$ cat config.mk
export PLATFORM = sky130hd
export DESIGN_NAME = postfix_stack_evaluator_flat
export DESIGN_NICKNAME = d
export VERILOG_FILES = /design/src/hw/rtl/pse_pkg.sv /design/src/hw/rtl/pse_in_if.sv /design/src/hw/rtl/pse_out_if.sv /design/src/hw/rtl/postfix_stack_evaluator.sv /design/src/hw/rtl/pse_muldiv.sv /design/src/hw/rtl/pse_datapath.sv /design/src/hw/rtl/pse_ctrl.sv /design/src/flat_wrapper.sv
export VERILOG_INCLUDE_DIRS = /design/src /design/src/hw/rtl
export SDC_FILE = /design/constraint.sdc
export NUM_CORES = 2
export LEC_CHECK = 0
export ABC_AREA = 1
export BUFFER_PORTS_ARGS = -buffer_cell sky130_fd_sc_hd__buf_4
export CAP_MARGIN = 20
export CORE_ASPECT_RATIO = 0.6
export CORE_MARGIN = 5
export CORE_UTILIZATION = 35
export CTS_BUF_LIST = sky130_fd_sc_hd__clkbuf_2
export CTS_CLUSTER_SIZE = 30
export DETAILED_ROUTE_END_ITERATION = 16
export GPL_ROUTABILITY_DRIVEN = 1
export PLACE_DENSITY = 0.6
export SYNTH_ARGS = -nofsm -noshare
export SYNTH_HDL_FRONTEND = slang
export SYNTH_HIERARCHICAL = 1
export SYNTH_SLANG_ARGS = --single-unit
$ cat constraint.sdc
create_clock -name clk -period 12.4 [get_ports clk]
set_input_delay 1.24 -clock clk [delete_from_list [all_inputs] [get_ports clk]]
set_output_delay 1.24 -clock clk [all_outputs]
set_load 0.01 [all_outputs]
$ cat src/hw/rtl/postfix_stack_evaluator_defines.svh
// assertion helpers used by the evaluator datapath
`ifndef POSTFIX_STACK_EVALUATOR_DEFINES_SVH
`define POSTFIX_STACK_EVALUATOR_DEFINES_SVH

// same-cycle implication, reset masked
`define PSE_ASSERT_NOW(label, clk, rst_n, ante, cons, msg) \
	label: assert property (@(posedge clk) disable iff (!rst_n) (ante) |-> (cons)) \
		else $error(msg);

// next-cycle implication, reset masked
`define PSE_ASSERT_NEXT(label, clk, rst_n, ante, cons, msg) \
	label: assert property (@(posedge clk) disable iff (!rst_n) (ante) |=> (cons)) \
		else $error(msg);

`endif

$ cat src/hw/rtl/pse_pkg.sv
package pse_pkg;

	// symbol codes
	localparam logic [7:0] SYM_ADD  = 8'h2B;
	localparam logic [7:0] SYM_SUB  = 8'h2D;
	localparam logic [7:0] SYM_MUL  = 8'h2A;
	localparam logic [7:0] SYM_DIV  = 8'h2F;
	localparam logic [7:0] SYM_ZERO = 8'h30;

	// sticky flag positions
	localparam int FLAG_UNDER = 0;
	localparam int FLAG_OVER  = 1;
	localparam int FLAG_DIV0  = 2;
	localparam int NUM_FLAGS  = 3;

	localparam int RESULT_WIDTH = 32;
	localparam int DEPTH_OUT_WIDTH = 7;

	typedef struct packed {
		logic latch_in;
		logic push_opd;
		logic rd_left;
		logic commit_alu;
		logic md_start;
		logic commit_md;
		logic emit;
	} pse_cmd_t;

	typedef struct packed {
		logic is_op;
		logic is_muldiv;
		logic last;
		logic md_done;
		logic out_busy;
	} pse_status_t;

endpackage

$ cat src/hw/rtl/pse_in_if.sv
interface pse_in_if;
	logic       valid;
	logic       ready;
	logic [7:0] symbol;
	logic       last;

	modport source (output valid, output symbol, output last, input ready);
	modport sink   (input valid, input symbol, input last, output ready);
endinterface

$ cat src/hw/rtl/pse_out_if.sv
interface pse_out_if;
	logic                                     valid;
	logic                                     ready;
	logic signed [pse_pkg::RESULT_WIDTH-1:0]  value;
	logic                                     underflow_seen;
	logic                                     overflow_seen;
	logic                                     divide_by_zero_seen;
	logic [pse_pkg::DEPTH_OUT_WIDTH-1:0]      final_depth;

	modport source (output valid, output value, output underflow_seen, output overflow_seen,
		output divide_by_zero_seen, output final_depth, input ready);
	modport sink (input valid, input value, input underflow_seen, input overflow_seen,
		input divide_by_zero_seen, input final_depth, output ready);
endinterface

$ cat src/hw/rtl/postfix_stack_evaluator.sv
// operand symbol: pushed in ST_DECODE; add or subtract: left operand read in ST_DECODE and
// commit in ST_LOAD; multiply or divide: the one-bit-per-cycle mul/div unit starts in ST_LOAD,
// commit from ST_MDWAIT on done; last-marked symbols emit in ST_FINISH once the slot is free
// one symbol in flight at a time; a waiting result holds off only the next last-marked symbol
// reset (arst_n low) empties the stack, clears flags and the result slot; memory is not cleared
module postfix_stack_evaluator #(
	parameter int STACK_DEPTH = 64,
	parameter int VALUE_WIDTH = 32
) (
	input logic        clk,
	input logic        arst_n,
	pse_in_if.sink     expr,
	pse_out_if.source  result
);
	// command and status between sequencer and datapath
	pse_pkg::pse_cmd_t    cmd;
	pse_pkg::pse_status_t status;

	// sequencer: one transaction on expr is worked through in full before
	// the next is taken; operators read the left operand from the stack
	// memory, then either commit at once (add, subtract) or run the
	// iterative mul/div unit and commit when it reports done
	pse_ctrl u_ctrl (
		.clk      (clk),
		.arst_n   (arst_n),
		.in_valid (expr.valid),
		.in_ready (expr.ready),
		.status   (status),
		.cmd      (cmd)
	);

	// datapath: top-of-stack register, stack memory below it, sticky
	// flags, mul/div unit and the result register feeding the result channel
	pse_datapath #(
		.W     (VALUE_WIDTH),
		.DEPTH (STACK_DEPTH)
	) u_datapath (
		.clk           (clk),
		.arst_n        (arst_n),
		.cmd           (cmd),
		.status        (status),
		.symbol        (expr.symbol),
		.last          (expr.last),
		.out_valid     (result.valid),
		.out_ready     (result.ready),
		.out_value     (result.value),
		.out_underflow (result.underflow_seen),
		.out_overflow  (result.overflow_seen),
		.out_div_zero  (result.divide_by_zero_seen),
		.out_depth     (result.final_depth)
	);
endmodule

$ cat src/hw/rtl/pse_muldiv.sv
module pse_muldiv #(
	parameter int W = 32
) (
	input  logic         clk,
	input  logic         arst_n,
	input  logic         start,
	input  logic         is_div,
	input  logic [W-1:0] a,
	input  logic [W-1:0] b,
	output logic         done,
	output logic [W-1:0] result,
	output logic         div_zero
);
	localparam int CNW = $clog2(W + 1);

	logic           busy_q;
	logic [CNW-1:0] cnt_q;
	logic [W:0]     rem_q;
	logic [W-1:0]   quo_q;
	logic [W-1:0]   dsr_q;
	logic           div_q;
	logic           neg_q;
	logic           dz_q;

	logic           na;
	logic           nb;
	logic [W-1:0]   ua;
	logic [W-1:0]   ub;
	logic [W:0]     rem_sh;
	logic [W:0]     diff;

	assign na = a[W-1];
	assign nb = b[W-1];
	assign ua = (is_div && na) ? (~a + W'(1)) : a;
	assign ub = (is_div && nb) ? (~b + W'(1)) : b;

	assign rem_sh = {rem_q[W-1:0], quo_q[W-1]};
	assign diff   = rem_sh - {1'b0, dsr_q};

	always_ff @(posedge clk or negedge arst_n) begin
		if (!arst_n) begin
			busy_q <= 1'b0;
			cnt_q  <= '0;
		end else if (start) begin
			busy_q <= 1'b1;
			cnt_q  <= CNW'(W);
		end else if (busy_q) begin
			if (cnt_q == '0) begin
				busy_q <= 1'b0;
			end else begin
				cnt_q <= cnt_q - CNW'(1);
			end
		end
	end

	// one quotient bit or one multiplier bit per cycle
	always_ff @(posedge clk) begin
		if (start) begin
			rem_q <= '0;
			quo_q <= ua;
			dsr_q <= ub;
			div_q <= is_div;
			neg_q <= na ^ nb;
			dz_q  <= (ub == '0);
		end else if (busy_q && cnt_q != '0) begin
			if (div_q) begin
				if (!diff[W]) begin
					rem_q <= diff;
					quo_q <= {quo_q[W-2:0], 1'b1};
				end else begin
					rem_q <= rem_sh;
					quo_q <= {quo_q[W-2:0], 1'b0};
				end
			end else begin
				if (quo_q[0]) begin
					rem_q <= {1'b0, rem_q[W-1:0] + dsr_q};
				end
				dsr_q <= {dsr_q[W-2:0], 1'b0};
				quo_q <= {1'b0, quo_q[W-1:1]};
			end
		end
	end

	assign done     = busy_q && (cnt_q == '0);
	assign div_zero = div_q && dz_q;

	always_comb begin
		if (!div_q) begin
			result = rem_q[W-1:0];
		end else if (dz_q) begin
			result = '0;
		end else if (neg_q) begin
			result = ~quo_q + W'(1);
		end else begin
			result = quo_q;
		end
	end
endmodule

$ cat src/hw/rtl/pse_datapath.sv
`include "postfix_stack_evaluator_defines.svh"

module pse_datapath #(
	parameter int W     = 32,
	parameter int DEPTH = 64
) (
	input  logic                                    clk,
	input  logic                                    arst_n,
	input  pse_pkg::pse_cmd_t                       cmd,
	output pse_pkg::pse_status_t                    status,
	input  logic [7:0]                              symbol,
	input  logic                                    last,
	output logic                                    out_valid,
	input  logic                                    out_ready,
	output logic signed [pse_pkg::RESULT_WIDTH-1:0] out_value,
	output logic                                    out_underflow,
	output logic                                    out_overflow,
	output logic                                    out_div_zero,
	output logic [pse_pkg::DEPTH_OUT_WIDTH-1:0]     out_depth
);
	localparam int CW = $clog2(DEPTH + 1);
	localparam int AW = $clog2(DEPTH);

	logic [W-1:0]                   stack_mem [DEPTH];
	logic [W-1:0]                   rd_q;
	logic [W-1:0]                   top_q;
	logic [CW-1:0]                  count_q;
	logic [pse_pkg::NUM_FLAGS-1:0]  flags_q;
	logic [7:0]                     sym_q;
	logic                           last_q;
	logic                           out_valid_q;

	logic [CW-1:0]  cnt_m1;
	logic [CW-1:0]  cnt_m2;
	logic           full;
	logic           two_up;
	logic           mem_we;
	logic           mem_re;
	logic signed [8:0] opd_wide;
	logic [W-1:0]   opd_val;
	logic [W-1:0]   right_v;
	logic [W-1:0]   left_v;
	logic [W-1:0]   alu_res;
	logic           md_done;
	logic [W-1:0]   md_res;
	logic           md_dz;
	logic           commit;
	logic [W-1:0]   commit_val;

	assign cnt_m1 = count_q - CW'(1);
	assign cnt_m2 = count_q - CW'(2);
	assign full   = (count_q == CW'(DEPTH));
	assign two_up = (count_q >= CW'(2));

	assign opd_wide = $signed({1'b0, sym_q}) - $signed({1'b0, pse_pkg::SYM_ZERO});
	assign opd_val  = W'(opd_wide);

	assign right_v = (count_q != '0) ? top_q : '1;
	assign left_v  = two_up ? rd_q : '1;
	assign alu_res = (sym_q == pse_pkg::SYM_SUB) ? (left_v - right_v) : (left_v + right_v);

	assign mem_we = cmd.push_opd && !full && (count_q != '0);
	assign mem_re = cmd.rd_left && two_up;

	assign commit     = cmd.commit_alu || cmd.commit_md;
	assign commit_val = cmd.commit_md ? md_res : alu_res;

	pse_muldiv #(.W(W)) u_muldiv (
		.clk      (clk),
		.arst_n   (arst_n),
		.start    (cmd.md_start),
		.is_div   (sym_q == pse_pkg::SYM_DIV),
		.a        (left_v),
		.b        (right_v),
		.done     (md_done),
		.result   (md_res),
		.div_zero (md_dz)
	);

	// top of stack lives in top_q, entries below it in the memory
	always_ff @(posedge clk) begin
		if (mem_we) begin
			stack_mem[cnt_m1[AW-1:0]] <= top_q;
		end
		if (mem_re) begin
			rd_q <= stack_mem[cnt_m2[AW-1:0]];
		end
	end

	always_ff @(posedge clk) begin
		if (cmd.latch_in) begin
			sym_q  <= symbol;
			last_q <= last;
		end
		if (cmd.push_opd && !full) begin
			top_q <= opd_val;
		end else if (commit) begin
			top_q <= commit_val;
		end
	end

	always_ff @(posedge clk or negedge arst_n) begin
		if (!arst_n) begin
			count_q <= '0;
			flags_q <= '0;
		end else if (cmd.emit) begin
			count_q <= '0;
			flags_q <= '0;
		end else if (cmd.push_opd) begin
			if (full) begin
				flags_q[pse_pkg::FLAG_OVER] <= 1'b1;
			end else begin
				count_q <= count_q + CW'(1);
			end
		end else if (commit) begin
			count_q <= two_up ? cnt_m1 : CW'(1);
			if (!two_up) begin
				flags_q[pse_pkg::FLAG_UNDER] <= 1'b1;
			end
			if (cmd.commit_md && md_dz) begin
				flags_q[pse_pkg::FLAG_DIV0] <= 1'b1;
			end
		end
	end

	// result register
	always_ff @(posedge clk or negedge arst_n) begin
		if (!arst_n) begin
			out_valid_q <= 1'b0;
		end else if (cmd.emit) begin
			out_valid_q <= 1'b1;
		end else if (out_ready) begin
			out_valid_q <= 1'b0;
		end
	end

	always_ff @(posedge clk) begin
		if (cmd.emit) begin
			out_value     <= (count_q == '0) ? '1 : pse_pkg::RESULT_WIDTH'($signed(top_q));
			out_underflow <= flags_q[pse_pkg::FLAG_UNDER];
			out_overflow  <= flags_q[pse_pkg::FLAG_OVER];
			out_div_zero  <= flags_q[pse_pkg::FLAG_DIV0];
			out_depth     <= pse_pkg::DEPTH_OUT_WIDTH'(count_q);
		end
	end

	assign out_valid = out_valid_q;

	always_comb begin
		status.is_op     = (sym_q == pse_pkg::SYM_ADD) || (sym_q == pse_pkg::SYM_SUB) ||
		                   (sym_q == pse_pkg::SYM_MUL) || (sym_q == pse_pkg::SYM_DIV);
		status.is_muldiv = (sym_q == pse_pkg::SYM_MUL) || (sym_q == pse_pkg::SYM_DIV);
		status.last      = last_q;
		status.md_done   = md_done;
		status.out_busy  = out_valid_q && !out_ready;
	end

	`PSE_ASSERT_NOW(a_count_bound, clk, arst_n, 1'b1, count_q <= CW'(DEPTH), "stack count past depth")
	`PSE_ASSERT_NEXT(a_emit_clears, clk, arst_n, cmd.emit, count_q == '0 && flags_q == '0 && out_valid_q, "emit did not clear state")
	`PSE_ASSERT_NOW(a_md_commit, clk, arst_n, cmd.commit_md, md_done, "muldiv commit without done")
endmodule

$ cat src/hw/rtl/pse_ctrl.sv
module pse_ctrl (
	input  logic                 clk,
	input  logic                 arst_n,
	input  logic                 in_valid,
	output logic                 in_ready,
	input  pse_pkg::pse_status_t status,
	output pse_pkg::pse_cmd_t    cmd
);
	localparam logic [2:0] ST_IDLE   = 3'd0;
	localparam logic [2:0] ST_DECODE = 3'd1;
	localparam logic [2:0] ST_LOAD   = 3'd2;
	localparam logic [2:0] ST_MDWAIT = 3'd3;
	localparam logic [2:0] ST_FINISH = 3'd4;

	logic [2:0] state_q;
	logic [2:0] state_d;
	logic [2:0] after_item;

	assign in_ready   = (state_q == ST_IDLE);
	assign after_item = status.last ? ST_FINISH : ST_IDLE;

	always_comb begin
		cmd     = '0;
		state_d = state_q;
		case (state_q)
			ST_IDLE: begin
				if (in_valid) begin
					cmd.latch_in = 1'b1;
					state_d      = ST_DECODE;
				end
			end
			ST_DECODE: begin
				if (status.is_op) begin
					cmd.rd_left = 1'b1;
					state_d     = ST_LOAD;
				end else begin
					cmd.push_opd = 1'b1;
					state_d      = after_item;
				end
			end
			ST_LOAD: begin
				if (status.is_muldiv) begin
					cmd.md_start = 1'b1;
					state_d      = ST_MDWAIT;
				end else begin
					cmd.commit_alu = 1'b1;
					state_d        = after_item;
				end
			end
			ST_MDWAIT: begin
				if (status.md_done) begin
					cmd.commit_md = 1'b1;
					state_d       = after_item;
				end
			end
			ST_FINISH: begin
				if (!status.out_busy) begin
					cmd.emit = 1'b1;
					state_d  = ST_IDLE;
				end
			end
			default: begin
				state_d = ST_IDLE;
			end
		endcase
	end

	always_ff @(posedge clk or negedge arst_n) begin
		if (!arst_n) begin
			state_q <= ST_IDLE;
		end else begin
			state_q <= state_d;
		end
	end
endmodule
$ cat src/flat_wrapper.sv
// flat-port wrapper written by rule: the top's interface ports become plain ports
module postfix_stack_evaluator_flat 
#(
	parameter int STACK_DEPTH = 64,
	parameter int VALUE_WIDTH = 32
)
  (clk, arst_n, expr_valid, expr_symbol, expr_last, expr_ready, result_valid, result_value, result_underflow_seen, result_overflow_seen, result_divide_by_zero_seen, result_final_depth, result_ready);
  pse_in_if expr_i ();
  pse_out_if result_i ();
  input logic clk;
  input logic arst_n;
  input wire logic [$bits(expr_i.valid)-1:0] expr_valid;
  input wire logic [$bits(expr_i.symbol)-1:0] expr_symbol;
  input wire logic [$bits(expr_i.last)-1:0] expr_last;
  output wire logic [$bits(expr_i.ready)-1:0] expr_ready;
  output wire logic [$bits(result_i.valid)-1:0] result_valid;
  output wire logic [$bits(result_i.value)-1:0] result_value;
  output wire logic [$bits(result_i.underflow_seen)-1:0] result_underflow_seen;
  output wire logic [$bits(result_i.overflow_seen)-1:0] result_overflow_seen;
  output wire logic [$bits(result_i.divide_by_zero_seen)-1:0] result_divide_by_zero_seen;
  output wire logic [$bits(result_i.final_depth)-1:0] result_final_depth;
  input wire logic [$bits(result_i.ready)-1:0] result_ready;
  assign expr_i.valid = expr_valid;
  assign expr_i.symbol = expr_symbol;
  assign expr_i.last = expr_last;
  assign expr_ready = expr_i.ready;
  assign result_valid = result_i.valid;
  assign result_value = result_i.value;
  assign result_underflow_seen = result_i.underflow_seen;
  assign result_overflow_seen = result_i.overflow_seen;
  assign result_divide_by_zero_seen = result_i.divide_by_zero_seen;
  assign result_final_depth = result_i.final_depth;
  assign result_i.ready = result_ready;
  postfix_stack_evaluator #(.STACK_DEPTH(STACK_DEPTH), .VALUE_WIDTH(VALUE_WIDTH)) u_core (.clk(clk), .arst_n(arst_n), .expr(expr_i), .result(result_i));
endmodule
==> flow_summary.json <==
{
  "status": "finished clean",
  "drc_errors": 0,
  "layout_commonest_cell": "edfxtp_1",
  "yosysTopAreaCell": "edfxtp_1",
  "utilization_pct": 38.6,
  "drive_above_1_share_pct": 13.1,
  "finalSetupViolCount": 0,
  "synthArstFlopShare_pct": 0.920,
  "clock.fmax_ghz": 0.150,
  "final_cell_mix": "edfxtp_1, nor2_1, o21ai_0",
  "path_max_fanout": 134,
  "clock_skew_ns": 0.160,
  "finalSetupTns_ns": 0,
  "rsz0062_at_grt": "no",
  "seq_area_frac_synth_pct": 67.2,
  "cts_tree": "yes",
  "fp.dieW_um": 705,
  "antenna_found_initial": 35,
  "slew_headroom_pct": 7.63,
  "holdCritPathClass": "primary input to register",
  "drtIter0Drc": 12530,
  "pin_count": 57,
  "avgViaCountPerCell": 5.71,
  "synthTopCellsByArea": "edfxtp_1, o21ai_0, nor2_1",
  "start_util_pct": 35.1,
  "clock_sinks": 2283,
  "period_needed_ns": 6.69,
  "drv_cap": 0,
  "grt_pass1_vias": 70657,
  "peakVddDrop_mv": 0.255,
  "cts_resized": 0,
  "synth_area_per_cell_um2": 10.9,
  "die_y_um": 427,
  "dr.pass1.iters": 6,
  "synthCells": 9277,
  "area_growth_syn_to_layout_pct": 10.1,
  "io_buffer_count": 56,
  "synth.net_count": 9407,
  "wl_um": 379000,
  "worst-setup-path-type": "register to register",
  "final_nets": 9688,
  "track_usage_pct": 24.2,
  "grt_first_pass_wirelength_um": 528000,
  "yosys_warnings": 6,
  "cp.required_ns": 13.82,
  "dr_total_vias": 78655,
  "clockRootBuffer": "clkbuf_2",
  "power.density_nw_per_um2": 249,
  "cts_buffer_depth": 4,
  "fin_crit_sh_pct": 53.9,
  "rows": 153,
  "core-area_um2": 289000,
  "grt_max_degree": 160,
  "dominantRegCellSynth": "edfxtp_1",
  "cp-end-kind": "register",
  "p_leak_nw": 39.3,
  "ant_nets": 0,
  "cts_buffers": 528,
  "worst_pin_slew_ns": 1.38,
  "synth_edf_count": 2230,
  "p_total_mw": 27.8,
  "die_area_um2": 301000,
  "mappedNetlistArea_um2": 101000,
  "synth_top_area_share_pct": 66.1,
  "dp_hpwl_um": 238000,
  "slew_violations": 0,
  "cp.arrival_ns": 8.11,
  "ys_seq_elements": 2283,
  "hold_violations": 0,
  "grt-ovfl-total": 0,
  "insertion_delay_ns": 1.72,
  "avgRoutedWirePerCell_um": 27.5,
  "setup.worst_path.start_class": "register",
  "routabilityCongestion": 1.03,
  "ys_types": 60,
  "cts-htree-levels": 6,
  "path_clk_slew_ns": 0.12
}
## Yosys cell counts, drive strengths merged, types with 2 or more instances
cell / count
fa: 3
o311ai: 3
nand3: 258
nor4: 8
a22oi: 2
nand4: 35
o221ai: 10
dfxtp: 32
o21ai: 1475
o21bai: 11
ha: 114
a21boi: 5
o211ai: 48
nor2: 1609
o22ai: 600
edfxtp: 2230
clkbuf: 425
a32oi: 2
xnor2: 28
a31oi: 11
and2: 2
nand3b: 13
o21a: 6
clkinv: 4
a21o: 10
inv: 523
and3: 3
dfrtp: 21
or2: 64
o31ai: 31
xor2: 52
o32ai: 5
o2111ai: 2
buf: 109
nor3: 75
nand2: 1129
a21oi: 315
## sequential cells by signal (all words and copies together) (netlist names), 3 cells and up
register,count
u_core/u_datapath/u_muldiv/cnt_q,6
u_core/u_datapath/top_q,32
u_core/u_datapath/u_muldiv/quo_q,32
u_core/u_datapath/out_value,32
u_core/u_ctrl/state_q,3
u_core/u_datapath/out_depth,7
u_core/u_datapath/sym_q,8
u_core/u_datapath/flags_q,3
u_core/u_datapath/count_q,7
u_core/u_datapath/u_muldiv/dsr_q,32
u_core/u_datapath/rd_q,32
u_core/u_datapath/u_muldiv/rem_q,32
u_core/u_datapath/stack_mem,2048
## power breakdown
part | total, mW | internal (mW) | leakage [nW] | switching, mW
combinational | 12.5 | 2.82 | 15.1 | 9.65
sequential | 10.3 | 10.1 | 20.6 | 0.188
clock | 4.99 | 1.91 | 3.55 | 3.08
total | 27.8 | 14.9 | 39.3 | 12.9
## cell type report
| class | instances | area, um^2 |
|---|---|---|
| Antenna cell | 17 | 42.5 |
| Clock buffer | 761 | 3810 |
| Clock inverter | 102 | 812 |
| Fill cell | 28051 | 177000 |
| Inverter | 527 | 2010 |
| Multi-Input combinational cell | 5933 | 29600 |
| Sequential cell | 2283 | 68100 |
| Tap cell | 3875 | 4850 |
| Timing Repair Buffer | 285 | 2280 |
## timing repair
action                    CTS  global route
hold buffers               14             0
setup buffers               0             0
hold endpoints to repair   34             0
## final timing paths
kind                                                    from                                   to  slack [ns]  depth (start not counted)
worst max-delay path            u_core/u_datapath/count_q[0]          u_core/u_datapath/top_q[19]        5.71                         25
worst min-delay path                               expr_last             u_core/u_datapath/last_q        0.29                          2
worst max register to register  u_core/u_datapath/count_q[0]          u_core/u_datapath/top_q[19]        5.71                         25
worst min register to register  u_core/u_datapath/flags_q[0]      u_core/u_datapath/out_underflow        0.46                          0
max in group asynchronous                             arst_n  u_core/u_datapath/u_muldiv/cnt_q[5]       11.57                          4
min in group asynchronous                             arst_n          u_core/u_datapath/out_valid        0.56                          4
## routing by layer
layer  wire length, um  up-vias  global-route usage [%]
met3             59100      522                    9.51
met1            175000    38743                    38.7
met2            139000     5331                    29.7
met4              6460       12                    5.06
met5                95        -                       0
li1                  -    34047                       -
## metrics by stage
step	setup slack (ns)	instances	cell area, um^2	hold slack, ns
2_1_floorplan	5.38	9277	101000	0.425
3_3_place_gp	5.95	12884	107000	0.435
3_5_place_dp	5.96	12885	107000	0.443
4_1_cts	5.91	13762	111000	0.0472
5_1_grt	5.30	13769	111000	0.141
6_report	5.71	13783	112000	0.293
## worst max-delay path, stage by stage, from the launching register on
cell and delay (ns):
dfrtp_4 0.95, inv_8 0.42, ha_1 0.36, inv_1 0.06
nor2_1 0.04, nand2_2 0.06, buf_4 0.44, nand2_1 0.32
nor2_1 0.22, nand2_1 0.11, nor2_2 0.24, inv_2 0.06
nor2_2 0.37, nand2_1 0.20, o21ai_2 0.24, xor2_1 0.13
ha_1 0.38, nand2_1 0.14, nor2_1 0.15, inv_1 0.12
nor3_1 0.68, nand4_1 0.24, nand4_1 0.18, nand3_1 0.09
o211ai_1 0.12, nand2_1 0.08
## cell families after synthesis
group           Yosys count  synth area share (%)
flops                  2283                  67.2
simple gates           3197                  12.8
xor+xnor                 80                 0.699
fa+ha+maj               117                  1.47
compound gates         2539                  13.7
buf+inv                1061                  4.09
Power figures use the tool's default switching activity.
